===== config.mk =====
export PLATFORM = sky130hd
export DESIGN_NAME = syn_scan_pair_detector_unit
export DESIGN_NICKNAME = d
export VERILOG_FILES = /design/src/rtl/spd_pkg.sv /design/src/rtl/spd_cell.sv /design/src/rtl/spd_head.sv /design/src/rtl/syn_scan_pair_detector_unit.sv
export SDC_FILE = /design/constraint.sdc
export NUM_CORES = 2
export LEC_CHECK = 0
export BUFFER_PORTS_ARGS = -buffer_cell sky130_fd_sc_hd__buf_2
export CORE_ASPECT_RATIO = 1.75
export CORE_MARGIN = 4
export CORE_UTILIZATION = 40
export CTS_CLUSTER_DIAMETER = 40
export DETAILED_ROUTE_END_ITERATION = 8
export HOLD_SLACK_MARGIN = 0.03
export SETUP_SLACK_MARGIN = 0.2
export SYNTH_ARGS = -nofsm -noshare
export SYNTH_HDL_FRONTEND = slang
export SYNTH_HIERARCHICAL = 1
export SYNTH_SLANG_ARGS = --single-unit

===== constraint.sdc =====
create_clock -name clk -period 74 [get_ports clk]
set_input_delay 3.7 -clock clk [delete_from_list [all_inputs] [get_ports clk]]
set_output_delay 3.7 -clock clk [all_outputs]
set_load 0.01 [all_outputs]

===== src/rtl/spd_pkg.sv =====
// shared types and constants for the syn scan pair detector
`timescale 1ns / 1ps
package spd_pkg;

  localparam int TABLE_ENTRIES = 64;
  localparam int COUNT_BITS    = 16;
  localparam int IDX_W         = (TABLE_ENTRIES > 1) ? $clog2(TABLE_ENTRIES) : 1;
  localparam int FILL_W        = IDX_W + 1;
  localparam int ADDR_W        = 32;
  localparam int OUT_CNT_W     = 16;
  localparam int RATIO_W       = 8;
  localparam int MINREQ_W      = 16;
  localparam int PROD_W        = RATIO_W + COUNT_BITS;
  localparam int CMP_W         = (PROD_W > MINREQ_W) ? PROD_W : MINREQ_W;
  localparam logic [COUNT_BITS-1:0] COUNT_MAX = {COUNT_BITS{1'b1}};

  // status codes
  localparam logic [1:0] ST_OK   = 2'd0;
  localparam logic [1:0] ST_IGN  = 2'd1;
  localparam logic [1:0] ST_FULL = 2'd2;

  // register indexes
  localparam logic [1:0] REG_RATIO   = 2'd0;
  localparam logic [1:0] REG_MIN_REQ = 2'd1;

  // one table entry as it travels round the ring
  typedef struct packed {
    logic [ADDR_W-1:0]     init;
    logic [ADDR_W-1:0]     targ;
    logic [COUNT_BITS-1:0] req;
    logic [COUNT_BITS-1:0] rep;
  } entry_t;

  // head unit decision for the current step
  typedef struct packed {
    logic ins;
    logic cap;
  } head_flags_t;

endpackage


===== src/rtl/spd_cell.sv =====
// one table cell of the rotating entry ring
`timescale 1ns / 1ps
module spd_cell
  import spd_pkg::*;
(
  input  logic   clk,
  input  logic   shift_en,
  input  entry_t din,
  output entry_t dout
);

  entry_t data_r;

  // take the neighbor's entry on every rotation step
  always_ff @(posedge clk) begin
    if (shift_en) begin
      data_r <= din;
    end
  end

  assign dout = data_r;

endmodule


===== src/rtl/spd_head.sv =====
// head unit: key match, insert, count update and read capture on the entry at the ring head
`timescale 1ns / 1ps
module spd_head
  import spd_pkg::*;
(
  input  entry_t            head,
  input  logic [IDX_W-1:0]  step,
  input  logic [FILL_W-1:0] fill,
  input  logic [ADDR_W-1:0] key_a,
  input  logic [ADDR_W-1:0] key_b,
  input  logic              is_pkt,
  input  logic              is_req,
  input  logic              found,
  input  logic              rd_ok,
  input  logic [IDX_W-1:0]  rd_idx,
  output head_flags_t       flags,
  output entry_t            wb
);

  logic   used;
  logic   match;
  logic   ins;
  entry_t base;
  entry_t upd;

  always_comb begin
    used  = ({1'b0, step} < fill);
    match = is_pkt && used && (head.init == key_a) && (head.targ == key_b);
    // first free slot comes right after the used ones
    ins   = is_pkt && !found && ({1'b0, step} == fill);

    base = head;
    if (ins) begin
      base.init = key_a;
      base.targ = key_b;
      base.req  = '0;
      base.rep  = '0;
    end

    // saturating count update
    upd = base;
    if (is_req) begin
      if (base.req != COUNT_MAX) upd.req = base.req + 1'b1;
    end else begin
      if (base.rep != COUNT_MAX) upd.rep = base.rep + 1'b1;
    end

    flags.ins = ins;
    flags.cap = match || ins || (!is_pkt && rd_ok && used && (step == rd_idx));
    wb        = (match || ins) ? upd : head;
  end

endmodule


===== src/rtl/syn_scan_pair_detector_unit.sv =====
// top level of the syn scan pair detector
`timescale 1ns / 1ps
// Tracks (initiator, target) address pairs with saturating SYN request and
// SYN-ACK reply counts, and reports one result word per input word.
// Input channel in_*: a packet word (action 0) counts a SYN under
// (src, dst) or a SYN-ACK under (dst, src); a read word (action 1) returns
// table entry entry_index with its counts and the scanner flag.
// Output channel out_*: exactly one result word per input word, in order.
// Config channel cfg_*: index 0 reply ratio, index 1 request minimum; always ready.
// The table is a ring of TABLE_ENTRIES cells rotated one place per cycle past
// a single compare/update head, so a packet or read word passes the whole
// ring in the scan state and then the evaluate state before its result is
// registered, and a non-SYN packet goes straight to evaluate; the next word
// is taken once the unit is back in idle. One word is in flight at a time;
// a new word is accepted while the previous result still waits in the output
// register. If out_stall holds the finished result, the next word waits at
// its final step until the output register frees up.
// Reset empties the table (fill count to zero) and restores the register
// defaults (ratio 3, request minimum 2); no clearing pass is needed.
module syn_scan_pair_detector_unit
  import spd_pkg::*;
(
  input  logic                 clk,
  input  logic                 rst_n,
  // input channel
  input  logic                 in_valid,
  output logic                 in_stall,
  input  logic                 in_action,
  input  logic [ADDR_W-1:0]    in_src_addr,
  input  logic [ADDR_W-1:0]    in_dst_addr,
  input  logic                 in_syn_flag,
  input  logic                 in_ack_flag,
  input  logic [5:0]           in_entry_index,
  // result channel
  output logic                 out_valid,
  input  logic                 out_stall,
  output logic [1:0]           out_status,
  output logic                 out_entry_valid,
  output logic [ADDR_W-1:0]    out_initiator_addr,
  output logic [ADDR_W-1:0]    out_target_addr,
  output logic [OUT_CNT_W-1:0] out_request_count,
  output logic [OUT_CNT_W-1:0] out_response_count,
  output logic                 out_is_scanner,
  // configuration channel
  input  logic                 cfg_valid,
  output logic                 cfg_ready,
  input  logic [1:0]           cfg_index,
  input  logic [15:0]          cfg_wdata
);

  typedef enum logic [1:0] {S_IDLE, S_SCAN, S_EVAL} state_t;
  typedef enum logic [1:0] {OP_PKT, OP_READ, OP_IGN} op_t;

  state_t            state_r;
  op_t               op_r;
  logic [ADDR_W-1:0] key_a_r;
  logic [ADDR_W-1:0] key_b_r;
  logic              is_req_r;
  logic              rd_ok_r;
  logic [IDX_W-1:0]  rd_idx_r;
  logic [IDX_W-1:0]  step_r;
  logic [FILL_W-1:0] fill_r;
  logic              cap_v_r;
  entry_t            cap_r;
  logic [RATIO_W-1:0]  ratio_r;
  logic [MINREQ_W-1:0] minreq_r;

  logic                 out_valid_r;
  logic [1:0]           out_status_r;
  logic                 out_entry_valid_r;
  logic [ADDR_W-1:0]    out_init_r;
  logic [ADDR_W-1:0]    out_targ_r;
  logic [OUT_CNT_W-1:0] out_req_r;
  logic [OUT_CNT_W-1:0] out_rep_r;
  logic                 out_scan_r;

  entry_t      cell_q [TABLE_ENTRIES];
  entry_t      wb;
  head_flags_t hflags;
  logic        shift_en;
  logic        in_acc;
  logic        rd_in_range;
  logic        last_step;
  logic        out_free;
  logic [PROD_W-1:0] prod;
  logic              scan_hit;

  assign in_stall  = (state_r != S_IDLE);
  assign in_acc    = in_valid && !in_stall;
  assign shift_en  = (state_r == S_SCAN);
  assign last_step = (step_r == IDX_W'(TABLE_ENTRIES - 1));
  assign out_free  = !out_valid_r || !out_stall;
  assign cfg_ready = 1'b1;
  assign rd_in_range = ({26'd0, in_entry_index} < 32'(TABLE_ENTRIES));

  // ring of cells: each takes its upper neighbor, the top takes the head write-back
  for (genvar i = 0; i < TABLE_ENTRIES; i++) begin : g_cell
    entry_t cin;
    if (i == TABLE_ENTRIES - 1) begin : g_top
      assign cin = wb;
    end else begin : g_mid
      assign cin = cell_q[i+1];
    end
    spd_cell u_cell (
      .clk      (clk),
      .shift_en (shift_en),
      .din      (cin),
      .dout     (cell_q[i])
    );
  end

  // compare and update at the ring head
  spd_head u_head (
    .head   (cell_q[0]),
    .step   (step_r),
    .fill   (fill_r),
    .key_a  (key_a_r),
    .key_b  (key_b_r),
    .is_pkt (op_r == OP_PKT),
    .is_req (is_req_r),
    .found  (cap_v_r),
    .rd_ok  (rd_ok_r),
    .rd_idx (rd_idx_r),
    .flags  (hflags),
    .wb     (wb)
  );

  // scanner test on the captured entry
  always_comb begin
    prod     = PROD_W'(ratio_r) * PROD_W'(cap_r.rep);
    scan_hit = (CMP_W'(cap_r.req) >= CMP_W'(minreq_r)) &&
               (CMP_W'(prod) < CMP_W'(cap_r.req));
  end

  // control, table fill count, configuration and output register
  always_ff @(posedge clk) begin
    if (!rst_n) begin
      state_r     <= S_IDLE;
      op_r        <= OP_IGN;
      step_r      <= '0;
      fill_r      <= '0;
      cap_v_r     <= 1'b0;
      ratio_r     <= RATIO_W'(3);
      minreq_r    <= MINREQ_W'(2);
      out_valid_r <= 1'b0;
    end else begin
      // configuration writes
      if (cfg_valid && cfg_ready) begin
        if (cfg_index == REG_RATIO)   ratio_r  <= cfg_wdata[RATIO_W-1:0];
        if (cfg_index == REG_MIN_REQ) minreq_r <= cfg_wdata[MINREQ_W-1:0];
      end

      // output word handshake
      if (state_r == S_EVAL && out_free) begin
        out_valid_r <= 1'b1;
      end else if (!out_stall) begin
        out_valid_r <= 1'b0;
      end

      case (state_r)
        S_IDLE: begin
          if (in_acc) begin
            step_r   <= '0;
            cap_v_r  <= 1'b0;
            is_req_r <= !in_ack_flag;
            key_a_r  <= in_ack_flag ? in_dst_addr : in_src_addr;
            key_b_r  <= in_ack_flag ? in_src_addr : in_dst_addr;
            rd_ok_r  <= rd_in_range;
            rd_idx_r <= IDX_W'(in_entry_index);
            if (in_action) begin
              op_r    <= OP_READ;
              state_r <= S_SCAN;
            end else if (in_syn_flag) begin
              op_r    <= OP_PKT;
              state_r <= S_SCAN;
            end else begin
              op_r    <= OP_IGN;
              state_r <= S_EVAL;
            end
          end
        end
        S_SCAN: begin
          if (hflags.cap) begin
            cap_v_r <= 1'b1;
            cap_r   <= wb;
          end
          if (hflags.ins) fill_r <= fill_r + 1'b1;
          step_r <= step_r + 1'b1;
          if (last_step) state_r <= S_EVAL;
        end
        S_EVAL: begin
          if (out_free) begin
            out_entry_valid_r <= 1'b0;
            out_init_r        <= '0;
            out_targ_r        <= '0;
            out_req_r         <= '0;
            out_rep_r         <= '0;
            out_scan_r        <= 1'b0;
            if (op_r == OP_IGN) begin
              out_status_r <= ST_IGN;
            end else if (op_r == OP_PKT && !cap_v_r) begin
              out_status_r <= ST_FULL;
            end else begin
              out_status_r <= ST_OK;
              if (cap_v_r) begin
                out_entry_valid_r <= 1'b1;
                out_init_r        <= cap_r.init;
                out_targ_r        <= cap_r.targ;
                out_req_r         <= OUT_CNT_W'(cap_r.req);
                out_rep_r         <= OUT_CNT_W'(cap_r.rep);
                out_scan_r        <= scan_hit;
              end
            end
            state_r <= S_IDLE;
          end
        end
        default: state_r <= S_IDLE;
      endcase
    end
  end

  assign out_valid          = out_valid_r;
  assign out_status         = out_status_r;
  assign out_entry_valid    = out_entry_valid_r;
  assign out_initiator_addr = out_init_r;
  assign out_target_addr    = out_targ_r;
  assign out_request_count  = out_req_r;
  assign out_response_count = out_rep_r;
  assign out_is_scanner     = out_scan_r;

endmodule

# Word-level counts from Yosys, hierarchy flattened
# Index checks and enable logic that the tools add are counted.
# classes
add_sub_neg	4
n_mul	1
magnitude_cmp	3
eq_ne	16
mux	25
n_bitwise	1
n_reduce_logical	36
# op_table
operator	count
$mux 96	2
$eq 32x32->1	2
$mux 16	4
$mux 32	2
$add 16x1->16 const B	2
$ne 16x16->1 const B	2
$lt 24x16->1	1
$mul 8x16->24	1
$ge 16x16->1	1
$mux 2	8
$reduce_and 3->1	5
$pmux 6 s2	1
$logic_and 1x1->1	10
$reduce_and 2->1	5
$ne 2x2->1 const B	4
$add 7x1->7 const B	1
$eq 6x7->1	1
$lt 6x7->1	1
$add 6x1->6 const B	1
$eq 6x6->1	1
$eq 6x6->1 const B	1
$logic_not 1->1	6
$logic_not 2->1	3
$mux 6	1
11 further kinds	20
# word_totals
register_bits	6454
inputBits	96
output_inout_bits	103
elab_cells	365

# Longest topological paths before layout
# logic_depth
depth_word	8
mapped_depth	25
mapped_depth_nobuf	25

# Modules after synthesis
# Netlist, hierarchy kept.
# by_module_without_submodules
mod	n_inst	cells_per_inst	area_per_inst_um2	seq_area_each_um2
spd_cell	64	96	2882.8	2882.8
syn_scan_pair_detector_unit	1	1248	16066.7	8878.5
spd_head	1	550	2965.3	0.0

# Least setup slack after synthesis
# No wires, ideal clock.
# synth_path
kind	reg-to-reg
start	register state_r[0]
end	register fill_r[0]
setup_ns	0.084
arrival_time_ns	72.045
t_required_ns	73.916
path_slack_ns	1.871
path_stages_with_launch	8
n_path_buf	2
synth_period_minus_slack_ns	72.129
path_cell_list	dfxtp_1 clkbuf_1 nand2b_1 clkbuf_1 inv_2 nand2_1 xor2_1 nor2_1
# synth_via
elab_chain_cells	2
# synth_rtl
item	line_no	rtl
start: declaration	syn_scan_pair_detector_unit.sv:54	state_t state_r;
start signal: assignment	syn_scan_pair_detector_unit.sv:138	state_r <= S_IDLE;
start signal: assignment	syn_scan_pair_detector_unit.sv:172	state_r <= S_SCAN;
start signal: assignment	syn_scan_pair_detector_unit.sv:175	state_r <= S_SCAN;
$eq 2x1->1	--	
net shift_en	syn_scan_pair_detector_unit.sv:80	logic shift_en;
$reduce_and 2->1 (no source line)	--	
end signal: assignment	syn_scan_pair_detector_unit.sv:187	if (hflags.ins) fill_r <= fill_r + 1'b1;
end: declaration	syn_scan_pair_detector_unit.sv:62	logic [FILL_W-1:0] fill_r;
# The timed path passes the listed nets, and every way through them passes these cells.
# A chain may end at the register's enable or synchronous reset.

# Worst setup path after layout
# layout_path
start	register state_r[0]
end	register g_cell[59].u_cell.data_r (netlist bit g_cell[59].u_cell/dout[82]) (enable)
# layout_via
elab_chain_cells	1
# layout_rtl
item	line_no	rtl
$eq 2x1->1	syn_scan_pair_detector_unit.sv:90	assign shift_en = (state_r == S_SCAN);
net shift_en	syn_scan_pair_detector_unit.sv:80	
end signal: assignment	spd_cell.sv:17	data_r <= din;
end: declaration	spd_cell.sv:12	entry_t data_r;
# The timed path passes the listed nets, and every way through them passes these cells.

==> flow_metrics.tcl <==
set metrics [dict create \
    maxSlewViolCount 0 \
    cts_resized 0 \
    fin_crit_ps 7260 \
    max_stage_delay_ps 990 \
    grt_usage 0.115 \
    fin_tns_setup_ps 0 \
    yosysWarnings 6 \
    syn-cell-area_sq_mm 0.204 \
    numCtsBuffers 592 \
    clockPowerShare 0.353 \
    timing_hold_violations_final 0 \
    synth_flop_cell "edfxtp_1" \
    end_kind "flop" \
    port_buffers 197 \
    async_flop_share 0 \
    critPathBufInv 7 \
    instances_no_fill 16030 \
    antenna_found_initial 51 \
    max_cap_viol_count 0 \
    root_buffer "clkbuf_16" \
    area_growth_pct 14.2 \
    clkTransAtPathRegs_ps 60 \
    drc 0 \
    start_kind "flop" \
    p_total_mw 8.41 \
    worst_slew_pin_slew_ps 1240 \
    htreeDepth 6 \
    final_layout_size_suffix_gt1_frac 0.131 \
    yosysTopAreaCell "edfxtp_1" \
    vias 73948 \
    dr.pass1.iters 9 \
    p_int_mw 6.56 \
    grt_pass1_vias 74886 \
    r2r_slack_ps 66740 \
    clk_path_buf_depth 4 \
    boundaryPins 199 \
    grt_use_met1 0.173 \
    grt_setup_unrepaired "no" \
    coreArea_sq_mm 0.507 \
    routedWlPerCell_um 19.1 \
    drtIter0Drc 7778 \
    busiest_layer "met1" \
    die_h_um 952 \
    final.period_utilization 0.0981 \
    post-route-util 0.459 \
    synth_edf_count 6411 \
    status "finished clean" \
    cp_max_fo 197 \
    clock-sinks 6454 \
    ys_ff_latch 6454 \
    dp_hpwl_um 165000 \
    yosysTopAreaCellShare 0.946 \
    postSynthCellCount 7942 \
    std_cell_rows 346 \
    max_freq_mhz 138 \
    drtAntennaViolNets 0 \
    grt_use_met3 0.0297 \
    cpMaxStageDelayCell "buf_4" \
    synth_common_cells "edfxtp_1, nand2_1, and2_1" \
    leakagePower_nw 75.5 \
    setup_violations 0 \
    switching_share 0.221 \
    path_cells "nand2b_1 -> inv_8 -> buf_4 -> buf_4 -> buf_12 -> buf_4 -> buf_4 -> buf_4" \
    synth_cell_types 70 \
    syn_area_per_cell_sq_um 25.6 \
    power_density_mw_per_mm2 36.2 \
    grt_pass1_wl_um 470000 \
    grt_max_degree 204 \
    avgViaCountPerCell 4.61 \
    die_x_um 547 \
    clk_latency_ps 1050 \
    hold_buffers 0 \
    gp_congestion 0.817 \
    wirelength_um 307000 \
    cts_tree "yes" \
    critPathTopFamily "buffers and inverters" \
    start_util 0.401 \
    post_cts_buffers 0 \
    critPathKind "flop to flop" \
    post-synth-top-count-cell "edfxtp_1" \
    pwr-share-seq 0.598 \
    nets 9007 \
    grt_use_met2 0.165 \
    die_area_sq_mm 0.521 \
    overflow 0 \
    fin_skew_ps 82.4 \
    combPwrFrac 0.049 \
    ir_drop_v 0.0000230 \
    cpMostUsedCell "buf_4" \
    ys_top_cells_by_area "edfxtp_1, fa_1, and2_1, nand2_1, ha_1" \
    arrival_ps 7880 \
    p_sw_mw 1.86 \
    relSlewSlack 0.163 \
    dp_cells 14936 \
    whs_ps 355 \
    required_ps 74620 \
    hold_path.class "flop to flop" \
    ys_seq_area_frac 0.950 \
]
[cells by family after synthesis]
group | count (synthesis) | synth area share
compound gates | 173 | 0.00545
xor+xnor | 71 | 0.00306
fa+ha+maj | 167 | 0.0134
buf+inv | 223 | 0.00425
flops | 6454 | 0.950
mux | 79 | 0.00428
other cells | 1 | 0.0000184
simple gates | 774 | 0.0195
[layer usage]
metal | vias up | wire length [um]
li1 | 33010 | -
met1 | 38318 | 141000
met2 | 1871 | 134000
met3 | 709 | 22900
met4 | 40 | 9080
met5 | - | 240
[layout make-up]
class / count / area, sq um
fill: 40891 / 274000
sequential: 6454 / 193000
multi-input combinational: 1266 / 9330
clock inverter: 358 / 3490
antenna: 19 / 47.5
timing repair buffer: 274 / 1720
tap: 6786 / 8490
clock buffer: 717 / 15500
inverter: 156 / 596
[stage by stage]
step           setup WS, ps  instance area (sq um)
3_3_place_gp          66950                 214000
4_1_cts               66710                 232000
2_1_floorplan          1870                 204000
5_1_grt               66200                 232000
3_5_place_dp          66600                 214000
6_report              66740                 233000
[path summary, 6_finish.rpt]
path | from | to | depth (start not counted)
worst max register to register | state_r[0]$_SDFFE_PN0P_ | g_cell[59].u_cell/dout[82]$_DFFE_PP_ | 8
worst max-delay path | state_r[0]$_SDFFE_PN0P_ | g_cell[59].u_cell/dout[82]$_DFFE_PP_ | 8
worst min-delay path | g_cell[53].u_cell/dout[66]$_DFFE_PP_ | g_cell[52].u_cell/dout[66]$_DFFE_PP_ | 0
worst min register to register | g_cell[53].u_cell/dout[66]$_DFFE_PP_ | g_cell[52].u_cell/dout[66]$_DFFE_PP_ | 0
[state kept, by name, indices dropped and copies added (netlist names), 6 cells and up]
name	cells
key_a_r	32
step_r	6
fill_r	7
g_cell.u_cell/dout	6144
ratio_r	8
minreq_r	16
out_target_addr	32
key_b_r	32
rd_idx_r	6
out_request_count	16
out_initiator_addr	32
cap_r	96
out_response_count	16
[cells in the final DEF (no fill, tap or decap), types with 14 or more instances in the layout]
cell type   count
a21oi_1        59
and2_1        208
and3_1         23
buf_2         196
buf_4          66
bufinv_16      37
clkbuf_1      116
clkbuf_16     601
clkinv_1      112
clkinv_2       85
clkinv_4       20
clkinv_8       22
clkinvlp_4     24
dfxtp_1        43
diode_2        19
edfxtp_1     6411
fa_1           84
ha_1           83
inv_1         154
inv_6          28
mux2_2         65
mux2i_1        14
nand2_1       291
nand2b_1       48
nand3_1        30
nand4_1        40
nor2_1         58
nor3_1         15
nor4_1         14
o21ai_0        36
xnor2_1        46
xor2_1         25
[power groups by stage]
stage	combinational (mW)	clock, mW	sequential [mW]
finish	0.416	2.97	5.03
global route	0.458	3.23	5.09
CTS	0.426	3.06	5.05
detailed placement	0.431	0	5.10
global placement	0.412	0	5.10
floorplan	0.273	0	7.07
No activity file was read; power rests on OpenSTA's default activity.
